## src/sv/glyph_address_lookup_top_macros.svh

```systemverilog
// ----------------------------------------------------------------------------
// glyph_address_lookup_top_macros.svh
// Assertion macros for the glyph address lookup block.
// ----------------------------------------------------------------------------
`ifndef GLYPH_ADDRESS_LOOKUP_TOP_MACROS_SVH
`define GLYPH_ADDRESS_LOOKUP_TOP_MACROS_SVH

`ifndef SYNTHESIS
// same-cycle implication, checked while out of reset
`define GAL_ASSERT_IMPL(name, pre, post) \
  name: assert property (@(posedge clk) disable iff (rst) (pre) |-> (post)) \
    else $error("glyph lookup check failed");
// next-cycle implication, checked while out of reset
`define GAL_ASSERT_NEXT(name, pre, post) \
  name: assert property (@(posedge clk) disable iff (rst) (pre) |=> (post)) \
    else $error("glyph lookup check failed");
`else
`define GAL_ASSERT_IMPL(name, pre, post)
`define GAL_ASSERT_NEXT(name, pre, post)
`endif

`endif

```

## src/sv/gal_pkg.sv

```systemverilog
// ----------------------------------------------------------------------------
// gal_pkg
// Shared types, codes and helpers of the glyph address lookup block.
// ----------------------------------------------------------------------------
package gal_pkg;

  localparam logic CMD_LOAD   = 1'b0;
  localparam logic CMD_LOOKUP = 1'b1;

  localparam logic [15:0] NARROW_LIMIT  = 16'h00DF;
  localparam logic [15:0] FOLD_START    = 16'h00A1;
  localparam logic [15:0] FOLD_TARGET   = 16'h007F;
  localparam logic [31:0] FALLBACK_ADDR = 32'd3040;

  localparam logic [1:0] W_NARROW = 2'd1;
  localparam logic [1:0] W_WIDE   = 2'd2;

  // wide glyph is 32 bytes
  localparam int WIDE_SHIFT = 5;

  typedef enum logic [1:0] {
    K_LOAD,
    K_NARROW,
    K_WIDE
  } kind_t;

  // one queued item: code holds entry_code for loads, query_code otherwise
  typedef struct packed {
    kind_t       kind;
    logic [12:0] position;
    logic [15:0] code;
  } job_t;

  // codes from 0xA1 follow 0x7E, then (code - 1) * 16 with 32-bit wrap
  function automatic logic [31:0] narrow_address(input logic [15:0] code);
    logic [15:0] folded;
    folded = (code >= FOLD_START) ? (code - FOLD_START + FOLD_TARGET) : code;
    return ({16'h0000, folded} - 32'd1) << 4;
  endfunction

endpackage

```

## src/sv/gal_front.sv

```systemverilog
// ----------------------------------------------------------------------------
// gal_front
// Accepts input items, classifies them and pushes them, except out-of-range loads, into the job queue.
// ----------------------------------------------------------------------------
module gal_front import gal_pkg::*; #(
  parameter int TABLE_DEPTH = 8192
) (
  input  logic        in_valid,
  output logic        in_ready,
  input  logic        command,
  input  logic [12:0] entry_position,
  input  logic [15:0] entry_code,
  input  logic [15:0] query_code,
  input  logic        q_full,
  output logic        q_push,
  output job_t        q_job
);

  logic accept;
  logic drop;

  assign in_ready = !q_full;
  assign accept   = in_valid && in_ready;

  // loads past the table end are taken and discarded
  assign drop   = (command == CMD_LOAD) && (32'(entry_position) >= TABLE_DEPTH);
  assign q_push = accept && !drop;

  always_comb begin
    q_job.position = entry_position;
    if (command == CMD_LOAD) begin
      q_job.kind = K_LOAD;
      q_job.code = entry_code;
    end else if (query_code <= NARROW_LIMIT) begin
      q_job.kind = K_NARROW;
      q_job.code = query_code;
    end else begin
      q_job.kind = K_WIDE;
      q_job.code = query_code;
    end
  end

endmodule

```

## config.mk

```make
export PLATFORM = sky130hd
export DESIGN_NAME = gal_front
export DESIGN_NICKNAME = d
export VERILOG_FILES = /design/src/sv/glyph_address_lookup_top_macros.svh /design/src/sv/gal_pkg.sv /design/src/sv/gal_front.sv
export SDC_FILE = /design/constraint.sdc
export NUM_CORES = 1
export LEC_CHECK = 0
export ABC_CLOCK_PERIOD_IN_PS = 830
export BUFFER_PORTS_ARGS = -buffer_cell sky130_fd_sc_hd__buf_2
export CAP_MARGIN = 20
export CORE_MARGIN = 3
export CORE_UTILIZATION = 25
export DETAILED_ROUTE_END_ITERATION = 8
export PLACE_DENSITY = 0.83
export SYNTH_ARGS = -nofsm -noshare
export SYNTH_HDL_FRONTEND = slang
export SYNTH_SLANG_ARGS = --single-unit
```

## constraint.sdc

```tcl
create_clock -name vclk -period 0.83
set_input_delay 0.083 -clock vclk [all_inputs]
set_output_delay 0.083 -clock vclk [all_outputs]
set_load 0.02 [all_outputs]
```

==> impl_metrics.ini <==
[placement]
gp_congestion = 0.632
dp_worst_setup_slack_ns = -0.198
number_of_buffer_cells_added_on_primary_ports = 55
place.detailed.hpwl_um = 1060
placedCellCount = 97

[status]
status = finished, violations left
violated_checks = setup timing

[setup_path]
timing.critical_path.slowest_stage_cell = sky130_fd_sc_hd__nor4_4
cp-end-kind = output port
crit_chain = buf_6 -> nor4_4 -> buf_4 -> and4_1 -> buf_6
worstPathMaxFanout = 2
data_arrival_time_of_the_worst_path_ns = 0.85
critical_path.startpoint_type = primary input
max_stage_delay_ns = 0.24
timing.critical_path.mode_cell = sky130_fd_sc_hd__buf_6
critPathKind = primary input to output port
cp_data_required_time_ns = 0.75

[finish]
post_route_cells_drive_above_1_share_pct = 92.9
ff_latch_area_sq_um = 0
layout_overhead_on_the_synthesized_area_pct = 119
nets_finish = 134
diodes = 0
layoutNonFillerInstCount = 99
layout.clock_buffers = 0
n_sequential_cell = 0

[grt]
wire_length_of_the_first_global_routing_pass_um = 1770
grtUsageTotal_pct = 11.0
antenna_found_initial = 0
gr-total-overflow = 0
grt_pass1_vias = 462
grt_start_max_net_pins = 10

[yosys]
netlist_top_cells_area = sky130_fd_sc_hd__mux2_4 31%, sky130_fd_sc_hd__buf_4 25%, sky130_fd_sc_hd__mux2_2 23%
synth_area_sq_um = 385
avgSynthCellArea_sq_um = 9.88
syn_nets = 87
post_synth_inst_count = 39
synth_cell_types = 11
synth_seq_area_share_pct = 0
most_instantiated_library_cell_after_synthesis = sky130_fd_sc_hd__buf_4
synthDominantCellAreaShare_pct = 31.2
synth_largest_area_cell = sky130_fd_sc_hd__mux2_4
ys_warn_count = 0
ys_top_cells_by_count = 13 x sky130_fd_sc_hd__buf_4, 8 x sky130_fd_sc_hd__mux2_2, 8 x sky130_fd_sc_hd__mux2_4

[sta]
worst_hold_margin_ns = 0.166
layout_worst_path_cycle_share_pct = 112
finalHoldViolCount = 0
setup_repair_after_global_routing_missed_its_margin = yes
finish_stage_setup_viols = 18
worst-slew-pin-transition_ns = 0.204
final-max-slew-violation-count = 0
period_minus_slack_ns = 0.930
slew_headroom_pct = 86.3
max_freq_mhz = 1080
timing.final.ws_setup_ns = -0.100
setup_tns_after_final_layout_ns = -0.383

[drt]
routed_wirelength_um = 1310
drtIter0Drc = 2
dr_total_vias = 459
detail_route.drc_violations = 0
route.detailed.wl_per_inst_um = 13.2
firstDrtPassIters = 2
drt-vias-per-instance = 4.64
post_drt_antenna_nets = 0

[hold_path]
min_from = entry_position[12]
min_to = q_job[28]
hold_depth = 0
holdCritPathClass = primary input to output port

[die]
rows = 13
initial_utilization_pct = 28.2
dieHeight_um = 45.3
design.core.area_sq_um = 1370
io-pin-count = 81
total_die_area_sq_um = 2050
fp.dieW_um = 45.3

[flow_run]
drv_cap = 0

[pwr]
power.ir.vdd_worst_uv = 323
power_leakage_nw = 0.467
cellPowerDensity_nw_per_um2 = 650

[clocking]
postCtsSetupBuffers = 0
worst max-delay path by stage:
stage                   start        end  slack, ns  cells after the start
6_report       query_code[12]  q_job[29]      -0.10                      5
5_1_grt        query_code[12]  q_job[29]      -0.16                      5
4_1_cts        query_code[10]  q_job[29]      -0.12                      5
3_5_place_dp   query_code[15]  q_job[29]      -0.20                      5
3_3_place_gp   query_code[15]  q_job[29]      -0.21                      5
2_1_floorplan         command  q_job[30]     0.0009                      4
cell type report:
class	instances	area, sq um
Tap cell	15	18.8
Multi-Input combinational cell	22	309
Inverter	2	7.51
Timing Repair Buffer	60	509
Fill cell	118	522
power breakdown:
group,switching (W),internal [W]
logic,0.000219,0.000330
registers,0,0
clock network,0,0
critical path, delay by kind of cell:
family	cells	cell delay, ns
simple gates	2	0.41
buf+inv	3	0.36
cells in the final DEF, fill, tap and decap left out, drive strengths merged:
cell and n:
buf 59, clkbuf 1, nor4 2, a31oi 1, mux2 16, inv 2
nand3 1, nor2b 1, and4 1
per-stage QoR:
step / total power [W] / utilization (%) / area, sq um
global placement: 0.000374 / 43.8 / 598
finish: 0.000549 / 61.8 / 845
floorplan: 0.000312 / - / 385
detailed placement: 0.000384 / 43.8 / 598
CTS: 0.000463 / 52.8 / 722
global route: 0.000579 / 61.8 / 845
per-layer routing:
layer / global-route usage, % / vias to the layer above / share of wire, %
met5: 0 / - / 0
met4: 0 / 0 / 0
met3: 1.99 / 0 / 14
met2: 23.4 / 45 / 53
met1: 11.3 / 196 / 33
li1: - / 218 / -
cells by family after synthesis:
kind of cell / share of synthesized area (%)
multiplexers: 54.5
buffers and inverters: 35.4
AND/OR/NAND/NOR: 8.44
AO/OA/AOI/OAI: 1.62
repair_timing:
item,CTS,global route
resized for setup,27,26
hold buffers,0,0
hold endpoints to repair,0,0
setup endpoints to repair,18,18
pin swaps,3,1
cloned,1,1
(Power assumes the default switching activity.)
