### src/sv/glyph_address_lookup_top_macros.svh
// ----------------------------------------------------------------------------
// glyph_address_lookup_top_macros.svh
// Assertion macros for the glyph address lookup block.
// ----------------------------------------------------------------------------
`ifndef GLYPH_ADDRESS_LOOKUP_TOP_MACROS_SVH
`define GLYPH_ADDRESS_LOOKUP_TOP_MACROS_SVH

`ifndef SYNTHESIS
// same-cycle implication, checked while out of reset
`define GAL_ASSERT_IMPL(name, pre, post) \
  name: assert property (@(posedge clk) disable iff (rst) (pre) |-> (post)) \
    else $error("glyph lookup check failed");
// next-cycle implication, checked while out of reset
`define GAL_ASSERT_NEXT(name, pre, post) \
  name: assert property (@(posedge clk) disable iff (rst) (pre) |=> (post)) \
    else $error("glyph lookup check failed");
`else
`define GAL_ASSERT_IMPL(name, pre, post)
`define GAL_ASSERT_NEXT(name, pre, post)
`endif

`endif

### src/sv/gal_pkg.sv
// ----------------------------------------------------------------------------
// gal_pkg
// Shared types, codes and helpers of the glyph address lookup block.
// ----------------------------------------------------------------------------
package gal_pkg;

  localparam logic CMD_LOAD   = 1'b0;
  localparam logic CMD_LOOKUP = 1'b1;

  localparam logic [15:0] NARROW_LIMIT  = 16'h00DF;
  localparam logic [15:0] FOLD_START    = 16'h00A1;
  localparam logic [15:0] FOLD_TARGET   = 16'h007F;
  localparam logic [31:0] FALLBACK_ADDR = 32'd3040;

  localparam logic [1:0] W_NARROW = 2'd1;
  localparam logic [1:0] W_WIDE   = 2'd2;

  // wide glyph is 32 bytes
  localparam int WIDE_SHIFT = 5;

  typedef enum logic [1:0] {
    K_LOAD,
    K_NARROW,
    K_WIDE
  } kind_t;

  // one queued item: code holds entry_code for loads, query_code otherwise
  typedef struct packed {
    kind_t       kind;
    logic [12:0] position;
    logic [15:0] code;
  } job_t;

  // codes from 0xA1 follow 0x7E, then (code - 1) * 16 with 32-bit wrap
  function automatic logic [31:0] narrow_address(input logic [15:0] code);
    logic [15:0] folded;
    folded = (code >= FOLD_START) ? (code - FOLD_START + FOLD_TARGET) : code;
    return ({16'h0000, folded} - 32'd1) << 4;
  endfunction

endpackage

### src/sv/gal_queue.sv
// ----------------------------------------------------------------------------
// gal_queue
// Two-entry job queue between the front and the back.
// ----------------------------------------------------------------------------
module gal_queue import gal_pkg::*; (
  input  logic clk,
  input  logic rst,
  input  logic push,
  input  job_t push_job,
  output logic full,
  output logic valid,
  input  logic pop,
  output job_t pop_job
);

  localparam int DEPTH = 2;
  localparam int PW    = $clog2(DEPTH);

  job_t           slots [DEPTH];
  logic [PW-1:0]  wr_ptr;
  logic [PW-1:0]  rd_ptr;
  logic [PW:0]    count;

  assign full    = (count == (PW+1)'(DEPTH));
  assign valid   = (count != '0);
  assign pop_job = slots[rd_ptr];

  always_ff @(posedge clk) begin
    if (push) begin
      slots[wr_ptr] <= push_job;
    end
  end

  always_ff @(posedge clk) begin
    if (rst) begin
      wr_ptr <= '0;
      rd_ptr <= '0;
      count  <= '0;
    end else begin
      if (push) begin
        wr_ptr <= (wr_ptr == PW'(DEPTH - 1)) ? '0 : wr_ptr + 1'b1;
      end
      if (pop) begin
        rd_ptr <= (rd_ptr == PW'(DEPTH - 1)) ? '0 : rd_ptr + 1'b1;
      end
      if (push && !pop) begin
        count <= count + 1'b1;
      end else if (pop && !push) begin
        count <= count - 1'b1;
      end
    end
  end

endmodule

### config.mk
export PLATFORM = sky130hd
export DESIGN_NAME = gal_queue
export DESIGN_NICKNAME = d
export VERILOG_FILES = /design/src/sv/glyph_address_lookup_top_macros.svh /design/src/sv/gal_pkg.sv /design/src/sv/gal_queue.sv
export SDC_FILE = /design/constraint.sdc
export NUM_CORES = 1
export LEC_CHECK = 0
export BUFFER_PORTS_ARGS = -buffer_cell sky130_fd_sc_hd__buf_2
export CORE_ASPECT_RATIO = 0.7
export CORE_UTILIZATION = 51
export CTS_CLUSTER_DIAMETER = 80
export DETAILED_ROUTE_END_ITERATION = 10
export GPL_TIMING_DRIVEN = 0
export PLACE_DENSITY = 0.78
export SLEW_MARGIN = 30
export SYNTH_ARGS = -nofsm -noshare
export SYNTH_HDL_FRONTEND = slang
export SYNTH_SLANG_ARGS = --single-unit
### constraint.sdc
create_clock -name clk -period 2.8 [get_ports clk]
set_input_delay 0.7 -clock clk [delete_from_list [all_inputs] [get_ports clk]]
set_output_delay 0.7 -clock clk [all_outputs]
set_load 0.02 [all_outputs]
==> key figures <==
Floorplan
  – Total Die Area: 5060 µm²
  – Rows: 20
  – Die boundary height: 59.8 µm
  – Core ar.: 4450 µm²
  – Die X-Extent: 84.6 µm
  – Initial core utilization: 54.7%
  – I/O Pins: 68

Synthesis
  – Avg Cell Area, Syn: 20.6 µm²
  – Syn nets: 154
  – Cell area after synthesis: about 2400 µm²
  – Yosys warns: 0
  – #FFs+latches synth: 67
  – Synth cell types: 16
  – Gate count of the mapped netlist: roughly 120
  – Post-synthesis sequential area ratio: 80.5%

Final layout
  – Layout cells sized above 1: 58.2%
  – Nets: 233
  – N_diodes: 0
  – Filler cells: 332
  – Post-route cell area: around 3000 µm²
  – Layout area overhead: 24.2%

Worst setup path
  – Startpoint types: register
  – Critical path class: register to output port
  – CP Capture Point: pop_job[25]
  – WP data arrival: ~1500 ps
  – Critical Path Max Stage Delay: 380 ps
  – Critical path required time: 2100 ps
  – CP Depth: 3
  – Worst path top cell family by delay: buffers and inverters
  – Crit-path cells: buf_2, mux2_2, buf_2
  – Crit path buf inv count: 2
  – R2r setup slk: 1320 ps
  – Worst reg2reg path depth: 1
  – Cell with the most instances on the worst path: buf_2
  – Origin of the critical flop-to-flop path: wr_ptr
  – Crit path max fanout: 10
  – Critical Path End Type: output port
  – Crit-path slowest cell: mux2_2
  – End of the worst register-to-register path: slots[1][25]

STA
  – Slew @ Worst Pin: 766 ps
  – Final Max Slew Viols: 0
  – Final Cycle Share: 78.5%
  – Headroom to the max-slew limit: 49.0%
  – Endpoints failing hold: 0
  – Min Hold Slack: 517 ps
  – Finish-stage setup viols: 0
  – Fmax: about 450 MHz
  – Final min period: 2200 ps
  – Clock skew: between 5 and 6 ps
  – Unrepaired setup endpoints after global routing: no

Route
  – Avg WL per Cell: 15.9 µm
  – Avg Vias per Cell: 4.98
  – Total Wirelength: between 4 and 5 mm
  – Initial drt markers: 61
  – Post-DRT Antenna Nets: 0
  – Via count: 1275
  – Initial DRT Pass Iterations: 7
  – DRC errors left: 4

Run
  – Max-capacitance violation count: 0

Placed design
  – Final Wtd Congestion: 0.674
  – HPWL Detailed: 2.68 mm
  – DP Area: 2880 µm²
  – IO buf count: 67

Clock network
  – Total CTS buffers: 9
  – Clock latency at the later pin of the worst-skew pair: 330 ps
  – Cts repair resizes: 0
  – Max H-tree Level: 3
  – Reg clk slew, reported paths: ~60 ps
  – Sink Count: between 60 and 70
  – Clk root buf: clkbuf_8
  – CTS tree: built
  – Total setup buffers inserted after CTS: 0
  – Hold bufs inserted after CTS: 0
  – CTS Buffer Depth: 2

Global route
  – First-pass GRT wire length: between 6 and 7 mm
  – Global Route Usage Sum: between 10% and 20%
  – Largest net degree at the start of global routing: 32
  – Vias in the first global route: 1236
  – Initial antenna violation count: 0
  – Final global-route overflow total: 0

Status
  – Status: finished with violations
  – Failing checks: DRC

Pwr
  – Total power: approximately 2.1 mW
  – Peak VDD IR: 0.509 mV
  – Leak pwr: roughly 1.2 nW
  – Cell Pwr Density: 696 nW/µm²

Min path
  – Hold Path Class: register to register
-- metrics by stage --
step	setup TNS, ps	util (%)	instances	worst slack, ps
3_3_place_gp	-14370	63.8	240	-465
5_1_grt	0	67.9	256	498
4_1_cts	0	67.9	256	569
6_report	0	67.9	256	601
3_5_place_dp	0	64.6	241	894
2_1_floorplan	0	-	118	272
-- state kept, by name (all words and copies together), names as in the netlist, named ones only --
signal / cells
count: 2
slots: 62
wr_ptr: 1
rd_ptr: 1
-- cells in the final DEF (no fill, tap or decap), types with 2 or more instances in the layout --
master and n:
buf_2 70, clkinv_1 3, edfxtp_1 62, clkinv_2 2
mux2_2 31, nor2_1 4, clkbuf_8 9, xnor2_1 2
dfxtp_1 5, xor2_1 2
-- cell type report --
cell class                 count  area, µm²  share of cell area (%)
buffer                         3       15.0                   0.496
clock buffer                  10        128                    4.22
clock inverter                 5       21.3                   0.703
inverter                       1       3.75                   0.124
multi-input combinational     47        464                    15.3
sequential                    67       1960                    64.8
tap                           55       68.8                    2.27
timing repair buffer          68        363                    12.0
-- where the power goes --
group          internal [mW]  leakage [nW]  switching (mW)
clock network          0.304        0.0784           0.319
logic                  0.126         0.469           0.171
registers               1.17         0.623          0.0201
-- tightest hold or removal path, cell delays in order (launching register included) --
cell     delay [ps]
dfxtp_1         320
xnor2_1          80
nor2_1           80
-- per-layer routing --
metal	global-route usage, %	wire length (µm)	vias up
met3	10.9	380	2
met4	4.36	19	0
li1	-	-	612
met1	20.0	1760	607
met2	28.2	1900	54
met5	0	0	-
-- Yosys cell counts (all sizes together) --
library cell / instances / area (µm²)
edfxtp: 62 / 1860
mux2: 31 / 349
dfxtp: 5 / 100
nor2: 4 / 15.0
buf: 3 / 15.0
xnor2: 2 / 17.5
xor2: 2 / 17.5
a21oi: 1 / 5.00
and2: 1 / 6.26
and2b: 1 / 8.76
ha: 1 / 12.5
inv: 1 / 3.75
nor2b: 1 / 6.26
o21ai: 1 / 5.00
or2: 1 / 6.26
or3: 1 / 6.26
-- worst min path at each step --
stage / start / end / depth (start not counted)
after global placement: count[1] / count[1] / 2
after floorplan: count[1] / count[1] / 2
after CTS: rd_ptr / register / 2
final: rd_ptr / register / 2
after detailed placement: rd_ptr / register / 2
after global routing: push_job[27] / slots[0][27] / 1
-- logic make-up after synthesis --
logic type	count (synthesis)	synth area share, %
AO/OA/AOI/OAI	2	0.410
AND/OR/NAND/NOR	9	2.00
adder cells (fa/ha/maj)	1	0.514
buffers and inverters	4	0.770
flip-flops	67	80.5
multiplexers	31	14.3
XOR/XNOR	4	1.44
Note: power is estimated with default switching activity, not from simulation.
